File: src/hdl/nrn_pkg.sv
// ----------------------------------------------------------------------------
// nrn_pkg
// Shared types, codes and helpers for the nearest range navigator.
// ----------------------------------------------------------------------------
package nrn_pkg;

  localparam int MAX_SYMBOLS_DEFAULT = 256;

  localparam logic [1:0] OP_CLEAR = 2'd0;
  localparam logic [1:0] OP_LOAD  = 2'd1;
  localparam logic [1:0] OP_QUERY = 2'd2;

  localparam logic [1:0] DIR_DOWN  = 2'd0;
  localparam logic [1:0] DIR_LEFT  = 2'd1;
  localparam logic [1:0] DIR_RIGHT = 2'd2;
  localparam logic [1:0] DIR_UP    = 2'd3;

  // raw position bits: unsigned line, two's complement column
  typedef struct packed {
    logic [15:0] line;
    logic [15:0] col;
  } pos_t;

  typedef struct packed {
    logic [1:0] op;
    pos_t       s;
    pos_t       e;
    logic [1:0] dir;
  } item_t;

  typedef struct packed {
    logic status;
    logic found;
    pos_t s;
    pos_t e;
  } result_t;

  typedef struct packed {
    logic capture;
    logic do_clear;
    logic do_load;
    logic scan_start;
    logic scan_run;
    logic parent_phase;
    logic adjust;
    logic finish;
  } cmd_t;

  typedef struct packed {
    logic [1:0] op;
    logic [1:0] dir;
    logic       scan_done;
  } sts_t;

  // line first, then column as a signed number
  function automatic logic [31:0] ord_key(input pos_t p);
    return {p.line, ~p.col[15], p.col[14:0]};
  endfunction

  function automatic logic is_valid(input pos_t p);
    return ~p.col[15];
  endfunction

endpackage

File: src/hdl/nrn_ctrl.sv
// ----------------------------------------------------------------------------
// nrn_ctrl
// Sequencer: dispatches a request, runs the table scans, hands off the result.
// ----------------------------------------------------------------------------
module nrn_ctrl (
  input  logic          clk,
  input  logic          rst,
  input  logic          req_valid,
  output logic          req_ready,
  output logic          rsp_valid,
  input  logic          rsp_ready,
  input  nrn_pkg::sts_t sts,
  output nrn_pkg::cmd_t cmd
);
  import nrn_pkg::*;

  typedef enum logic [5:0] {
    S_IDLE     = 6'b000001,
    S_DISPATCH = 6'b000010,
    S_PARENT   = 6'b000100,
    S_ADJUST   = 6'b001000,
    S_MATCH    = 6'b010000,
    S_FINISH   = 6'b100000
  } state_t;

  state_t state, state_next;
  logic   rsp_valid_r;

  always_comb begin
    cmd        = '0;
    state_next = state;
    case (state)
      S_IDLE: begin
        if (req_valid) begin
          cmd.capture = 1'b1;
          state_next  = S_DISPATCH;
        end
      end
      S_DISPATCH: begin
        case (sts.op)
          OP_CLEAR: begin
            cmd.do_clear = 1'b1;
            state_next   = S_FINISH;
          end
          OP_LOAD: begin
            cmd.do_load = 1'b1;
            state_next  = S_FINISH;
          end
          OP_QUERY: begin
            cmd.scan_start = 1'b1;
            if (sts.dir inside {DIR_DOWN, DIR_RIGHT}) state_next = S_PARENT;
            else state_next = S_MATCH;
          end
          default: state_next = S_FINISH;
        endcase
      end
      S_PARENT: begin
        cmd.scan_run     = 1'b1;
        cmd.parent_phase = 1'b1;
        if (sts.scan_done) state_next = S_ADJUST;
      end
      S_ADJUST: begin
        cmd.adjust     = 1'b1;
        cmd.scan_start = 1'b1;
        state_next     = S_MATCH;
      end
      S_MATCH: begin
        cmd.scan_run = 1'b1;
        if (sts.scan_done) state_next = S_FINISH;
      end
      S_FINISH: begin
        // output register free or being emptied this cycle
        if (!rsp_valid_r || rsp_ready) begin
          cmd.finish = 1'b1;
          state_next = S_IDLE;
        end
      end
      default: state_next = S_IDLE;
    endcase
  end

  always_ff @(posedge clk) begin
    if (rst) begin
      state       <= S_IDLE;
      rsp_valid_r <= 1'b0;
    end else begin
      state <= state_next;
      if (cmd.finish) rsp_valid_r <= 1'b1;
      else if (rsp_ready) rsp_valid_r <= 1'b0;
    end
  end

  assign req_ready = (state == S_IDLE);
  assign rsp_valid = rsp_valid_r;

endmodule

File: config.mk
export PLATFORM = sky130hd
export DESIGN_NAME = nrn_ctrl
export DESIGN_NICKNAME = d
export VERILOG_FILES = /design/src/hdl/nrn_pkg.sv /design/src/hdl/nrn_ctrl.sv
export SDC_FILE = /design/constraint.sdc
export NUM_CORES = 1
export LEC_CHECK = 0
export BUFFER_PORTS_ARGS = -buffer_cell sky130_fd_sc_hd__buf_4
export CORE_AREA = 2 2 39 41
export CTS_BUF_LIST = sky130_fd_sc_hd__clkbuf_4
export DETAILED_ROUTE_END_ITERATION = 10
export DIE_AREA = 0 0 41 43
export PLACE_DENSITY = 0.72
export SKIP_LAST_GASP = 1
export SYNTH_ARGS = -nofsm -noshare
export SYNTH_HDL_FRONTEND = slang
export SYNTH_SLANG_ARGS = --single-unit
File: constraint.sdc
create_clock -name clk -period 2.15 [get_ports clk]
set_input_delay 0.3225 -clock clk [delete_from_list [all_inputs] [get_ports clk]]
set_output_delay 0.3225 -clock clk [all_outputs]
set_load 0.01 [all_outputs]
==> metrics.txt <==
status=complete, no violations; CP Max Fanout=5; height of the die=43 um; DRT antenna net count=0; row count=14; crit path time final=1.826 ns; Crit Path Class=flop to primary output; Synth area leader=dfxtp_1; Worst EP required=1.83 ns; delay-heaviest family, CP=simple AND/OR/NAND/NOR gates; Detailed Route Iter0 Violations=10; nature of the critical path startpoint=flop; power density cells=733.7 mW/mm^2; setup TNS=0 ns; DRT Wirelength=1036 um; TritonCTS Buffers=3; cts hold-fix bufs=0; Distinct cells, synth=29; # nets final=87; worst hold path class=primary input to flop; root buffer cell=clkbuf_4; Max Fclk=approximately 550 MHz; commonest non-fill, non-tap cell in the layout=buf_4; DR vias/cell=5.151; Synth Instances=58; post-cts resize count=0; YS warnings=0; Tot GR Track Use=~14%; fillers=145; Lkg Pwr=0.2909 nW; initial antenna violation count=0; syn_area_per_cell=7.723 um^2; FF+latch count, synth=7; CP peak stage delay=0.39 ns; Fin. Hold Viols=0; Max VDD drop=0.3912 mV; gr ovfl total=0; max_cap viols=0; CTS clk-pin slew, worst paths=0.06 ns; Tightest Pin Transition=0.3727 ns; Crit path buffers/inverters=2; final period utilization=~85%; crit path max-delay cell type=nor4_1; CTS tree=built; diode count=0; register area share after synthesis=31.28%; Final setup viols=0; die area=about 0.0018 mm^2; register area=around 140 um^2; area of the multi-input gates=276.5 um^2; first-pass GRT wire length=1676 um; Worst EP arrival=~1.5 ns; H-tree lvl count=1; largest net degree at the start of global routing=9; worst-skew pair later-pin latency=0.25 ns; Die Wd=41 um; syn_nets=67; commonest cells after routing, fill and taps aside=buf_4 (17), dfxtp_1 (7), nor2_1 (5), inv_1 (5); first-pass iteration count of the detailed router=4; total number of vias=around 480; Yosys top cell area share=a little under a third; Area contributors post-synth=dfxtp_1 (31%), nor3_1 (4.5%), inv_1 (4.2%); initial core utilization=between 30% and 40%; DRC viols=0; Layout area overhead=36.87%; Final Slew Violations=0; endpoint class of the critical path=primary output; Cell Chain, Critical Path=nor4_1, nand3b_1, inv_1, and2_1, buf_4; share of cells above drive strength 1=33.77%; synthesized area=447.9 um^2; routability congestion estimate=0.8560; Post-Route Utilization=44.30%; DPL Wire Length=between 800 and 900 um; Clock Tree Buf Depth=2; # port buffers=17; Worst slew margin=74.92%; clock sink count=7; core footprint=0.001384 mm^2; vias in the first global route=roughly 420; Clock Skew=about 0.0075 ns; postcts setup bufs=0; RSZ-0062 raised after global routing=no; Routed wire per std cell=11.14 um; Final Hold Slack=0.2788 ns; I/O pin cnt=19
[where the power goes]
part | internal (mW) | total, mW | leakage [nW] | switching (mW)
clock | 0.0834 | 0.131 | 0.0184 | 0.0479
sequential | 0.143 | 0.164 | 0.0569 | 0.0215
combinational | 0.0771 | 0.154 | 0.216 | 0.0771
[worst paths after layout]
check	from	endpoint	slack, ns	cells past startpoint
worst min-delay path	rst	state[5]	0.28	2
worst max-delay path	state[1]	cmd[7]	0.32	5
worst min register to register	rsp_valid	rsp_valid	0.51	2
worst max register to register	state[1]	state[0]	0.65	5
[cell usage after synthesis]
master,n
a21oi_1,3
a2bb2oi_1,1
and2_1,1
and2b_2,2
and3b_1,1
buf_2,1
buf_4,1
dfxtp_1,7
inv_1,5
nand2_1,4
nand2b_1,1
nand3_1,3
nand3b_1,2
nand4_1,1
nand4b_1,1
nor2_1,5
nor2b_1,2
nor3_1,4
nor3b_1,1
nor4_1,1
nor4b_2,1
o211ai_1,1
o21ai_0,3
o21bai_1,1
o221a_2,1
o22a_1,1
or2_2,1
xnor2_1,1
xor2_1,1
[through the flow]
stage          power, mW  cell area (um^2)  instances  setup slack (ns)
2_1_floorplan     0.2679             447.9         58            0.7117
3_3_place_gp      0.3156             583.1         89            0.6645
3_5_place_dp      0.3201             583.1         89            0.6044
4_1_cts           0.4521             613.1         93            0.3234
5_1_grt           0.4841             613.1         93            0.1761
6_report          0.4498             613.1         93            0.3235
[registers in the layout (all words and copies together), names as in the netlist]
name / count
rsp_valid: 1
state: 6
[cell type report]
class | instances | area share, %
Tap cell | 16 | 3.265
Clock buffer | 4 | 4.898
Timing Repair Buffer | 17 | 20.82
Inverter | 5 | 3.061
Sequential cell | 7 | 22.86
Multi-Input combinational cell | 44 | 45.10
[worst reg2reg max path, delay by kind of cell, from the launching register on]
family	cells	cell delay [ns]
simple gates	3	0.80
flops	1	0.34
compound gates	2	0.32
[layer usage]
| metal | track usage, % | up-vias | share of wire (%) |
|---|---|---|---|
| met5 | 0 | - | 0 |
| met4 | 8.000 | 0 | 0.97 |
| met2 | 20.63 | 17 | 52 |
| li1 | - | 245 | - |
| met3 | 4.712 | 4 | 4.9 |
| met1 | 16.13 | 213 | 42 |
[cell families (layout without fill, tap and decap cells)]
group                     after synthesis  count (layout)  share of synthesized area [%]
DFF                                     7               7                          31.28
buffers and inverters                   7              26                          6.983
xor gates and xnor gates                2               2                          3.911
and+or+nand+nor                        31              31                          41.34
AOI/OAI and AO/OA                      11              11                          16.48
Power figures use the tool's default switching activity.
